==> config.mk <==
export PLATFORM = sky130hd
export DESIGN_NAME = ims_ctrl
export DESIGN_NICKNAME = d
export VERILOG_FILES = /design/src/design/ims_pkg.sv /design/src/design/ims_ctrl.sv
export SDC_FILE = /design/constraint.sdc
export NUM_CORES = 1
export LEC_CHECK = 0
export BUFFER_PORTS_ARGS = -buffer_cell sky130_fd_sc_hd__buf_4
export CAP_MARGIN = 20
export CORE_AREA = 2 2 39 41
export DETAILED_ROUTE_END_ITERATION = 10
export DIE_AREA = 0 0 41 43
export GPL_ROUTABILITY_DRIVEN = 0
export SYNTH_ARGS = -nofsm -noshare
export SYNTH_HDL_FRONTEND = slang
export SYNTH_SLANG_ARGS = --single-unit
==> constraint.sdc <==
create_clock -name clk -period 2.4 [get_ports clk]
set_input_delay 0 -clock clk [delete_from_list [all_inputs] [get_ports clk]]
set_output_delay 0 -clock clk [all_outputs]
set_load 0.02 [all_outputs]
==> src/design/ims_pkg.sv <==
// ----------------------------------------------------------------------------
// ims_pkg
// Shared constants, codes and control types of the indexed multi-stack.
// ----------------------------------------------------------------------------
package ims_pkg;

    localparam int NUM_STACKS_DEF  = 16;
    localparam int STACK_DEPTH_DEF = 64;

    localparam int IDX_W      = 4;
    localparam int VAL_W      = 32;
    localparam int REQ_W      = 2;
    localparam int STATUS_W   = 2;
    localparam int IN_DATA_W  = 40;
    localparam int IN_USER_W  = 2;
    localparam int OUT_DATA_W = 32;
    localparam int OUT_USER_W = 3;

    localparam logic [REQ_W-1:0] REQ_PUSH    = 2'd0;
    localparam logic [REQ_W-1:0] REQ_TOP     = 2'd1;
    localparam logic [REQ_W-1:0] REQ_POP     = 2'd2;
    localparam logic [REQ_W-1:0] REQ_POP_ALT = 2'd3;

    localparam logic [STATUS_W-1:0] ST_OK    = 2'd0;
    localparam logic [STATUS_W-1:0] ST_EMPTY = 2'd1;
    localparam logic [STATUS_W-1:0] ST_FULL  = 2'd2;
    localparam logic [STATUS_W-1:0] ST_RSVD  = 2'd3;

    typedef struct packed {
        logic clear;
        logic accept;
        logic look;
        logic load_out;
    } ims_cmd_t;

    typedef struct packed {
        logic clr_last;
    } ims_stat_t;

endpackage

==> src/design/ims_ctrl.sv <==
// ----------------------------------------------------------------------------
// ims_ctrl
// Sequencer: count clearing pass, request accept, lookup and result handoff.
// ----------------------------------------------------------------------------
module ims_ctrl (
    input  logic               clk,
    input  logic               rst_n,
    input  logic               in_valid,
    output logic               in_ready,
    output logic               out_valid,
    input  logic               out_ready,
    output ims_pkg::ims_cmd_t  cmd,
    input  ims_pkg::ims_stat_t stat
);

    localparam logic [1:0] S_CLEAR = 2'd0;
    localparam logic [1:0] S_IDLE  = 2'd1;
    localparam logic [1:0] S_LOOK  = 2'd2;
    localparam logic [1:0] S_REPLY = 2'd3;

    logic [1:0] state_reg;
    logic [1:0] state_next;
    logic       out_valid_reg;
    logic       out_valid_next;

    always_comb
    begin
        state_next = state_reg;
        cmd        = '0;
        in_ready   = 1'b0;
        case (state_reg)
            S_CLEAR:
            begin
                cmd.clear = 1'b1;
                if (stat.clr_last)
                begin
                    state_next = S_IDLE;
                end
            end
            S_IDLE:
            begin
                in_ready = 1'b1;
                if (in_valid)
                begin
                    cmd.accept = 1'b1;
                    state_next = S_LOOK;
                end
            end
            S_LOOK:
            begin
                cmd.look   = 1'b1;
                state_next = S_REPLY;
            end
            S_REPLY:
            begin
                if (!out_valid_reg || out_ready)
                begin
                    cmd.load_out = 1'b1;
                    state_next   = S_IDLE;
                end
            end
            default:
            begin
                state_next = S_CLEAR;
            end
        endcase
    end

    always_comb
    begin
        if (cmd.load_out)
        begin
            out_valid_next = 1'b1;
        end
        else if (out_ready)
        begin
            out_valid_next = 1'b0;
        end
        else
        begin
            out_valid_next = out_valid_reg;
        end
    end

    always_ff @(posedge clk or negedge rst_n)
    begin
        if (!rst_n)
        begin
            state_reg     <= S_CLEAR;
            out_valid_reg <= 1'b0;
        end
        else
        begin
            state_reg     <= state_next;
            out_valid_reg <= out_valid_next;
        end
    end

    assign out_valid = out_valid_reg;

endmodule

==> results of run 1 <==
-- worst reg2reg max path, delay by kind of cell, from the launching register on --
kind                       cells  cell delay (ns)
AOI/OAI and AO/OA              1             0.24
buffers and inverters          2             0.23
DFF                            1             0.41
muxes                          1             0.32
adders and majority gates      1             0.20
-- cell type report --
| class | count | area (sq um) |
|---|---|---|
| Clock buffer | 4 | 26.28 |
| Multi-Input combinational cell | 13 | 152.6 |
| Tap cell | 16 | 20.02 |
| Sequential cell | 3 | 75.07 |
| Inverter | 4 | 15.01 |
| Timing Repair Buffer | 11 | 85.08 |
| Fill cell | 160 | 1010 |
-- per-layer routing --
metal / vias up / track usage (%) / share of wire (%)
met3: 0 / 4.712 / 7.8
met2: 9 / 7.500 / 45
met1: 85 / 8.710 / 47
met5: - / 0 / 0
li1: 91 / - / -
met4: 0 / 4.000 / 0
-- cell usage in the layout, fill, tap and decap left out --
| cell type | count |
|---|---|
| sky130_fd_sc_hd__dlygate4sd3_1 | 1 |
| sky130_fd_sc_hd__mux2_4 | 1 |
| sky130_fd_sc_hd__buf_4 | 10 |
| sky130_fd_sc_hd__clkbuf_4 | 3 |
| sky130_fd_sc_hd__o221ai_4 | 1 |
| sky130_fd_sc_hd__mux2i_1 | 1 |
| sky130_fd_sc_hd__ha_1 | 5 |
| sky130_fd_sc_hd__clkbuf_1 | 1 |
| sky130_fd_sc_hd__and2_1 | 2 |
| sky130_fd_sc_hd__nand2b_2 | 1 |
| sky130_fd_sc_hd__clkinv_1 | 2 |
| sky130_fd_sc_hd__inv_1 | 2 |
| sky130_fd_sc_hd__dfrtp_1 | 3 |
| sky130_fd_sc_hd__nand2b_4 | 1 |
| sky130_fd_sc_hd__nand2_1 | 1 |
-- metrics by stage --
step,area [sq um],worst slack (ns),utilization (%)
floorplan,250.2,0.8199,-
global route,374.1,0.7661,27.03
detailed placement,337.8,0.8817,24.41
finish,374.1,0.8883,27.03
global placement,337.8,0.9122,24.41
CTS,374.1,0.8717,27.03
-- worst max-delay path by stage --
stage                     slack, ns                        to                      from  cells past startpoint
after global routing           0.77  state_reg[1]$_DFFE_PN0P_  state_reg[1]$_DFFE_PN0P_                      5
after global placement         0.91  state_reg[1]$_DFFE_PN0P_  state_reg[0]$_DFFE_PN0P_                      5
final                          0.89  state_reg[1]$_DFFE_PN0P_  state_reg[1]$_DFFE_PN0P_                      5
after floorplan                0.82  state_reg[1]$_DFFE_PN0P_  state_reg[0]$_DFFE_PN0P_                      5
after detailed placement       0.88  state_reg[1]$_DFFE_PN0P_  state_reg[1]$_DFFE_PN0P_                      5
after CTS                      0.87  state_reg[1]$_DFFE_PN0P_  state_reg[1]$_DFFE_PN0P_                      5
-- report_power, final --
group | leakage (uW) | internal (uW) | total (uW) | switching (uW)
Combinational | 0.000143 | 156 | 318 | 162
Sequential | 0.0000341 | 78.1 | 107 | 29.2
Clock | 0.0000150 | 62.3 | 88.1 | 25.8
-- cells by family after synthesis --
| logic type | count (synthesis) | synth area share (%) |
|---|---|---|
| AO/OA/AOI/OAI | 1 | 10.50 |
| adder cells (fa/ha/maj) | 5 | 25.00 |
| buffers and inverters | 5 | 9.003 |
| flip-flops | 3 | 30.00 |
| multiplexers | 2 | 9.998 |
| AND/OR/NAND/NOR | 5 | 15.50 |
==> impl_metrics.yaml, run 1 <==
synth:
  count_of_state_elements_after_synthesis: 3
  synthesis.instances: 21
  synthesis.area_per_instance_sq_um: 11.92
  syn-num-nets: 31
  ys.flop_type: "sky130_fd_sc_hd__dfrtp_1"
  synth_area_leader_cell: "sky130_fd_sc_hd__dfrtp_1"
  synth-warning-count: 0
  synthTopCellsByCount: "sky130_fd_sc_hd__ha_1, sky130_fd_sc_hd__dfrtp_1, sky130_fd_sc_hd__and2_1, sky130_fd_sc_hd__clkinv_1, sky130_fd_sc_hd__inv_1"
  synth.area.top_cells: "sky130_fd_sc_hd__dfrtp_1, sky130_fd_sc_hd__ha_1, sky130_fd_sc_hd__o221ai_4"
  edff_count_synth: 0
  yosysUniqueCellTypes: 12
  syn_area_sq_um: 250.2
  yosysMostFrequentCell: "sky130_fd_sc_hd__ha_1"
  yosysSeqAreaShare_pct: 30.00
  synthDominantCellAreaShare_pct: 30.00
  synthArstFlopShare_pct: 100.0
routing:
  drt-wirelength-per-cell_microns: 8.588
  initialDrtViolationCount: 0
  drt-vias-per-instance: 3.627
  drc: 0
  drtPass1Iterations: 1
  drt-total-wl_microns: 438
  detailroute.via_count: 185
  antenna_left: 0
floorplan:
  starting_density_of_the_core_pct: 18.08
  dieWidth_microns: 41
  die_ar_sq_um: 1763
  std_cell_rows: 14
  fp.dieH_microns: 43
  design.portCount: 11
  core_outline_area_sq_um: 1384
pwr:
  power.leakage_uw: 0.0001916
  design_power_total_uw: 513.1
  vdd.ir_drop.worst_v: 0.0003152
  power.density_nw_per_um2: 1372
clock_tree:
  cts.hold.buffers_added: 1
  clock_tree.htree_level_count: 1
  post-cts-setup-buffers: 0
  clock_sink_count: 3
  cts_tree: "done"
  ctsResizeCount: 0
  clk_buf_depth: 2
  clk_root_buffer_cell: "sky130_fd_sc_hd__clkbuf_4"
  clk_pin_slew_worst_paths_ns: 0.04
  numCtsBuffers: 3
  worst_skew_pair.late_latency_ns: 0.23
cells_and_area:
  area_growth_syn_to_layout_pct: 49.50
  largest_register_ffs: 2
  final_cell_count_no_fill: 51
  layout.nets: 46
  final_layout_size_suffix_gt1_share_pct: 48.57
  n_antenna_cell: 0
worst_setup_path:
  r2r_slack_ns: 0.89
  max_stage_delay_ns: 0.41
  crit_arrival_ns: 1.62
  crit_path_start_kind: "register"
  rr_startpoint: "state_reg[1]$_DFFE_PN0P_"
  critical_path.max_fanout: 4
  cells_traversed_along_the_worst_timing_path: "inv_1 > ha_1 > clkinv_1 > o221ai_4 > mux2_4"
  cp_slowest_cell: "sky130_fd_sc_hd__dfrtp_1"
  timing.reg2reg.worst_path_depth: 5
  critical_path.top_delay_family: "flip-flops"
  critPathRequiredTime_ns: 2.51
  timing.rr.end: "state_reg[1]$_DFFE_PN0P_"
  worst_setup_path_end_kind: "register"
  number_of_buffer_and_inverter_instances_along_the_worst_setup_path: 2
  worstSetupPathType: "register to register"
min_path:
  hold_crit_start: "out_ready"
  worst_hold_path_type: "input pin to register"
  worst_hold_path.num_cells: 3
  whs_endpoint: "out_valid$_DFFE_PN0P_"
timing:
  period_share_pct: 62.99
  fmaxAchievable_ghz: 0.6615
  least_margin_pin_slew_ns: 0.1997
  timing.final.crit_period_ns: 1.512
  rsz0062_at_grt: "false"
  setup_viol: 0
  final.setup_skew_ns: 0.0009161
  slew_headroom_pct: 86.69
  fin_setup_tns_ns: 0
  fin_worst_hold_slack_ns: 0.06806
  timing.final.max_slew_violations: 0
  final_hold_viol_count: 0
grt:
  grtUsageTotal_pct: 6.633
  grt-ovfl-total: 0
  grt_pass1_wl_microns: 731
  number_of_global_route_vias_before_repair: 197
  grt_max_degree: 5
  antenna_found_initial: 0
placed_design:
  placed_cells: 46
  place.port_buffers: 10
status:
  outcome: "finished clean"
job:
  number_of_max_cap_violations: 0
(Power assumes the default switching activity.)
==> run 2, diff against run 1 <==
- clock period: 2.4 -> 1.3 ns (I/O delays scaled with it)
==> run 2 against run 1 <==
The run now ends with setup timing left. First-iteration DRC count grew 4. Count of clock-buffer cells in the layout is the same. Sequential share of layout area shrank 3.0 points. Combinational power grew 140%. Die area is the same. Sequential cell count is the same. Clock skew shrank 0.00056 ns. Via count grew 11%. Utilization grew 4.7 points.
==> impl_metrics.yaml, run 2 (synthesized netlist as in run 1, its figures left out) <==
cells_and_area:
  layout.nets: 52
  post_route_utilization_pct: 31.74
  final_layout_size_suffix_gt1_share_pct: 68.29
  n_antenna_cell: 0
  final_cell_count_no_fill: 57
  mostFrequentLayoutCell: "sky130_fd_sc_hd__buf_4"
  register_area_sq_um: 75.07
  fillers: 148
  total_area_of_multi_input_combinational_cells_sq_um: 167.7
  largest_register_ffs: 2
  layout.cells.most_common_list: "sky130_fd_sc_hd__buf_4, sky130_fd_sc_hd__ha_1, sky130_fd_sc_hd__clkbuf_4, sky130_fd_sc_hd__dfrtp_1"
  area_growth_syn_to_layout_pct: 75.50
pwr:
  power.clock.fraction_pct: 14.7
  power_switching_uw: 455.2
  vdd.ir_drop.worst_v: 0.0009513
  internal-power_uw: 683.8
  power.sequential.fraction_pct: 17.4
  power_frac_comb_pct: 67.9
  design_power_total_uw: 1139
  switching_share_pct: 39.96
  power.density_nw_per_um2: 2594
  power.leakage_uw: 0.0002188
clock_tree:
  numCtsBuffers: 3
  worst_skew_pair.late_latency_ns: 0.23
  clock_tree.htree_level_count: 1
  cts_tree: "done"
  clk_buf_depth: 2
  clock_sink_count: 3
  clk_pin_slew_worst_paths_ns: 0.04
  ctsResizeCount: 0
  clk_root_buffer_cell: "sky130_fd_sc_hd__clkbuf_4"
worst_setup_path:
  cells_traversed_along_the_worst_timing_path: "inv_2 > ha_4 > clkinv_4 > o221ai_4 > mux2_4"
  max_stage_delay_ns: 0.42
  worstSetupPathDepth: 5
  worst_setup_path_end_kind: "register"
  timing.reg2reg.worst_path_depth: 5
  number_of_buffer_and_inverter_instances_along_the_worst_setup_path: 2
  crit_arrival_ns: 1.43
  worstSetupPathType: "register to register"
  crit_path_start_kind: "register"
  cp_slowest_cell: "sky130_fd_sc_hd__dfrtp_1"
  critPathRequiredTime_ns: 1.41
  critical_path.top_delay_family: "flip-flops"
  critical_path.max_fanout: 4
timing:
  timing.final.crit_period_ns: 1.320
  setup_viol: 1
  timing.final.max_slew_violations: 0
  setup_slack_ns: -0.02007
  final.setup_skew_ns: 0.0003570
  slew_headroom_pct: 87.81
  least_margin_pin_slew_ns: 0.1829
  period_share_pct: 101.5
  fmaxAchievable_ghz: 0.7575
  rsz0062_at_grt: "true"
  final_hold_viol_count: 0
placed_design:
  place.port_buffers: 10
  placed_cells: 51
  place_hpwl_microns: 381.9
grt:
  grt-ovfl-total: 0
  antenna_found_initial: 0
  grt_pass1_wl_microns: 848
  number_of_global_route_vias_before_repair: 240
  grt_max_degree: 5
  grtUsageTotal_pct: 7.107
job:
  number_of_max_cap_violations: 0
status:
  outcome: "finished, violations left"
  failing_checks: "setup timing"
floorplan:
  design.portCount: 11
  std_cell_rows: 14
  fp.dieH_microns: 43
  core_outline_area_sq_um: 1384
  die_ar_sq_um: 1763
  starting_density_of_the_core_pct: 18.08
  dieWidth_microns: 41
routing:
  detailroute.via_count: 206
  drc: 0
  antenna_left: 0
  initialDrtViolationCount: 4
  drt-vias-per-instance: 3.614
  drt-total-wl_microns: 483
  drtPass1Iterations: 2
  drt-wirelength-per-cell_microns: 8.474
min_path:
  worst_hold_path.num_cells: 3
  worst_hold_path_type: "input pin to register"
-- run 2: area by class of cell --
cell class	instances	area share, %
inverter	4	4.558
tap	16	4.558
timing repair buffer	17	29.63
clock buffer	4	5.983
sequential	3	17.09
multi-input combinational	13	38.18
-- run 2: timing repair --
action,4_1_cts,5_1_grt
endpoints found under the setup margin,1,2
buffers inserted,1,0
endpoints found under the hold margin,3,0
hold buffers,1,0
cloned,0,0
-- run 2: final timing paths --
kind	from	endpoint	slack, ns
hold reg to reg	out_valid$_DFFE_PN0P_	out_valid$_DFFE_PN0P_	0.55
setup reg to reg	state_reg[0]$_DFFE_PN0P_	state_reg[1]$_DFFE_PN0P_	-0.02
max in group asynchronous	rst_n	out_valid$_DFFE_PN0P_	1.10
setup / recovery	state_reg[0]$_DFFE_PN0P_	state_reg[1]$_DFFE_PN0P_	-0.02
hold / removal	out_ready	out_valid$_DFFE_PN0P_	0.06
min in group asynchronous	rst_n	state_reg[1]$_DFFE_PN0P_	0.10
-- run 2: power groups by stage --
| stage | sequential [uW] | clock [uW] | combinational [uW] |
|---|---|---|---|
| finish | 198 | 167 | 774 |
| global route | 207 | 178 | 857 |
| CTS | 199 | 178 | 790 |
| detailed placement | 197 | 0 | 764 |
| global placement | 201 | 0 | 761 |
| floorplan | 214 | 0 | 480 |
-- run 2: through the flow --
| step | setup WS (ns) | area [sq um] | setup TNS [ns] | hold WS [ns] |
|---|---|---|---|---|
| after detailed placement | -0.01799 | 395.4 | -0.01799 | -0.2072 |
| after global placement | -0.01770 | 395.4 | -0.01770 | -0.2080 |
| after global routing | -0.08051 | 439.2 | -0.1499 | 0.07988 |
| final | -0.02007 | 439.2 | -0.02007 | 0.06331 |
| after floorplan | -0.04880 | 270.3 | -0.04880 | -0.2956 |
| after CTS | -0.02670 | 439.2 | -0.02670 | 0.05846 |
-- run 2: worst reg2reg max path, cell delays in order (launching register included) --
cell and delay [ns]:
sky130_fd_sc_hd__dfrtp_1 0.42, sky130_fd_sc_hd__inv_2 0.10, sky130_fd_sc_hd__ha_4 0.14, sky130_fd_sc_hd__clkinv_4 0.05, sky130_fd_sc_hd__o221ai_4 0.18, sky130_fd_sc_hd__mux2_4 0.31
-- run 2: per-layer routing --
layer | part of all wire (%) | global-route usage, % | up-vias
met3 | 11 | 0.5236 | 0
li1 | - | - | 106
met4 | 0 | 8.000 | 0
met1 | 45 | 9.236 | 90
met5 | 0 | 0 | -
met2 | 43 | 9.063 | 10
==> run 3, diff against run 2 <==
- SKIP_CTS_REPAIR_TIMING: unset -> 1
==> run 3 against run 2 <==
The run still ends with setup timing left. Maximum frequency is 0.16% higher. Power decreased by 2.0%. Via count decreased by 0.97%. Non-clock buffer count fell by 1. Final cell count fell by 1.8%. Critical path depth unchanged. Sequential share of layout area up 0.30 points.
==> impl_metrics.yaml, run 3 (synthesized netlist as in run 1, its figures left out) <==
routing:
  drt-total-wl_microns: 477
  antenna_left: 0
  drc: 0
  detailroute.via_count: 204
  drt-vias-per-instance: 3.643
  initialDrtViolationCount: 4
  drtPass1Iterations: 2
  drt-wirelength-per-cell_microns: 8.518
placed_design:
  place.port_buffers: 10
  placed_cells: 51
  place_hpwl_microns: 381.9
grt:
  grt-ovfl-total: 0
  grtUsageTotal_pct: 6.907
  grtUsageMet3_pct: 0.5236
  grt_max_degree: 5
  number_of_global_route_vias_before_repair: 231
  busiest_layer: "met1"
  grt_pass1_wl_microns: 814
  grt_use_met1_pct: 8.917
  antenna_found_initial: 0
  groute.layer.met2.usage_pct: 8.750
cells_and_area:
  layout.nets: 51
  layout.cells.most_common_list: "sky130_fd_sc_hd__buf_4, sky130_fd_sc_hd__ha_1, sky130_fd_sc_hd__clkbuf_4, sky130_fd_sc_hd__dfrtp_1"
  mostFrequentLayoutCell: "sky130_fd_sc_hd__buf_4"
  final_layout_size_suffix_gt1_share_pct: 67.50
  largest_register_ffs: 2
  final_cell_count_no_fill: 56
  n_antenna_cell: 0
  area_growth_syn_to_layout_pct: 72.50
status:
  failing_checks: "setup timing"
  outcome: "finished, violations left"
clock_tree:
  clk_root_buffer_cell: "sky130_fd_sc_hd__clkbuf_4"
  clk_buf_depth: 2
  clock_sink_count: 3
  clk_pin_slew_worst_paths_ns: 0.04
  cts_tree: "done"
  clock_tree.htree_level_count: 1
  worst_skew_pair.late_latency_ns: 0.23
  numCtsBuffers: 3
job:
  number_of_max_cap_violations: 0
pwr:
  power.density_nw_per_um2: 2587
  power.leakage_uw: 0.0002140
  design_power_total_uw: 1117
  vdd.ir_drop.worst_v: 0.0009519
timing:
  fmaxAchievable_ghz: 0.7588
  timing.final.max_slew_violations: 0
  setup_viol: 1
  final.setup_skew_ns: 0.0003570
  rsz0062_at_grt: "true"
  setup_slack_ns: -0.01791
  final_hold_viol_count: 0
  least_margin_pin_slew_ns: 0.1829
  slew_headroom_pct: 87.81
  period_share_pct: 101.4
  timing.final.crit_period_ns: 1.318
worst_setup_path:
  crit_arrival_ns: 1.43
  worstSetupPathType: "register to register"
  max_stage_delay_ns: 0.40
  critPathRequiredTime_ns: 1.41
  timing.reg2reg.worst_path_depth: 5
  critical_path.max_fanout: 3
  cp_slowest_cell: "sky130_fd_sc_hd__dfrtp_1"
  cells_traversed_along_the_worst_timing_path: "inv_2 > ha_4 > clkinv_4 > o221ai_4 > mux2_4"
  worst_setup_path_end_kind: "register"
  crit_path_start_kind: "register"
floorplan:
  starting_density_of_the_core_pct: 18.08
  die_ar_sq_um: 1763
  fp.dieH_microns: 43
  design.portCount: 11
  std_cell_rows: 14
  core_outline_area_sq_um: 1384
  dieWidth_microns: 41
min_path:
  worst_hold_path.num_cells: 3
  worst_hold_path_type: "input pin to register"
run 3: routing by layer:
layer | vias up | routed length [microns]
li1 | 105 | -
met1 | 89 | 214
met2 | 10 | 207
met4 | 0 | 0
met3 | 0 | 54
met5 | - | 0
run 3: worst max-delay path, delay by kind of cell (launching register included):
| kind | cells | cell delay (ns) |
|---|---|---|
| AOI/OAI and AO/OA | 1 | 0.18 |
| adders and majority gates | 1 | 0.15 |
| buffers and inverters | 2 | 0.16 |
| DFF | 1 | 0.40 |
| muxes | 1 | 0.31 |
run 3: power by group:
part	total (uW)	switching, uW	internal, uW
registers	198	53.9	144
clock network	167	51.9	115
logic	751	345	406
total	1120	451	665
run 3: layout make-up:
| type | instances | area (sq um) |
|---|---|---|
| clock buffer | 4 | 26.28 |
| fill | 148 | 952.2 |
| inverter | 4 | 20.02 |
| multi-input combinational | 13 | 167.7 |
| sequential | 3 | 75.07 |
| tap | 16 | 20.02 |
| timing repair buffer | 16 | 122.6 |
run 3: per-stage QoR:
stage	setup TNS (ns)	hold slack [ns]	setup slack, ns	area (sq um)	util (%)
floorplan	-0.04880	-0.2956	-0.04880	270.3	-
global placement	-0.01770	-0.2080	-0.01770	395.4	28.57
detailed placement	-0.01799	-0.2072	-0.01799	395.4	28.57
CTS	-0.03093	-0.4616	-0.03093	421.7	30.47
global route	-0.1523	0.07988	-0.08168	431.7	31.19
finish	-0.01791	0.06331	-0.01791	431.7	31.19
run 3: worst paths after layout:
kind                                                from                  endpoint  slack [ns]
worst max register to register  state_reg[1]$_DFFE_PN0P_  state_reg[1]$_DFFE_PN0P_       -0.02
max in group asynchronous                          rst_n     out_valid$_DFFE_PN0P_        1.10
worst min register to register     out_valid$_DFFE_PN0P_     out_valid$_DFFE_PN0P_        0.55
worst min-delay path                           out_ready     out_valid$_DFFE_PN0P_        0.06
min in group asynchronous                          rst_n  state_reg[1]$_DFFE_PN0P_        0.10
worst max-delay path            state_reg[1]$_DFFE_PN0P_  state_reg[1]$_DFFE_PN0P_       -0.02
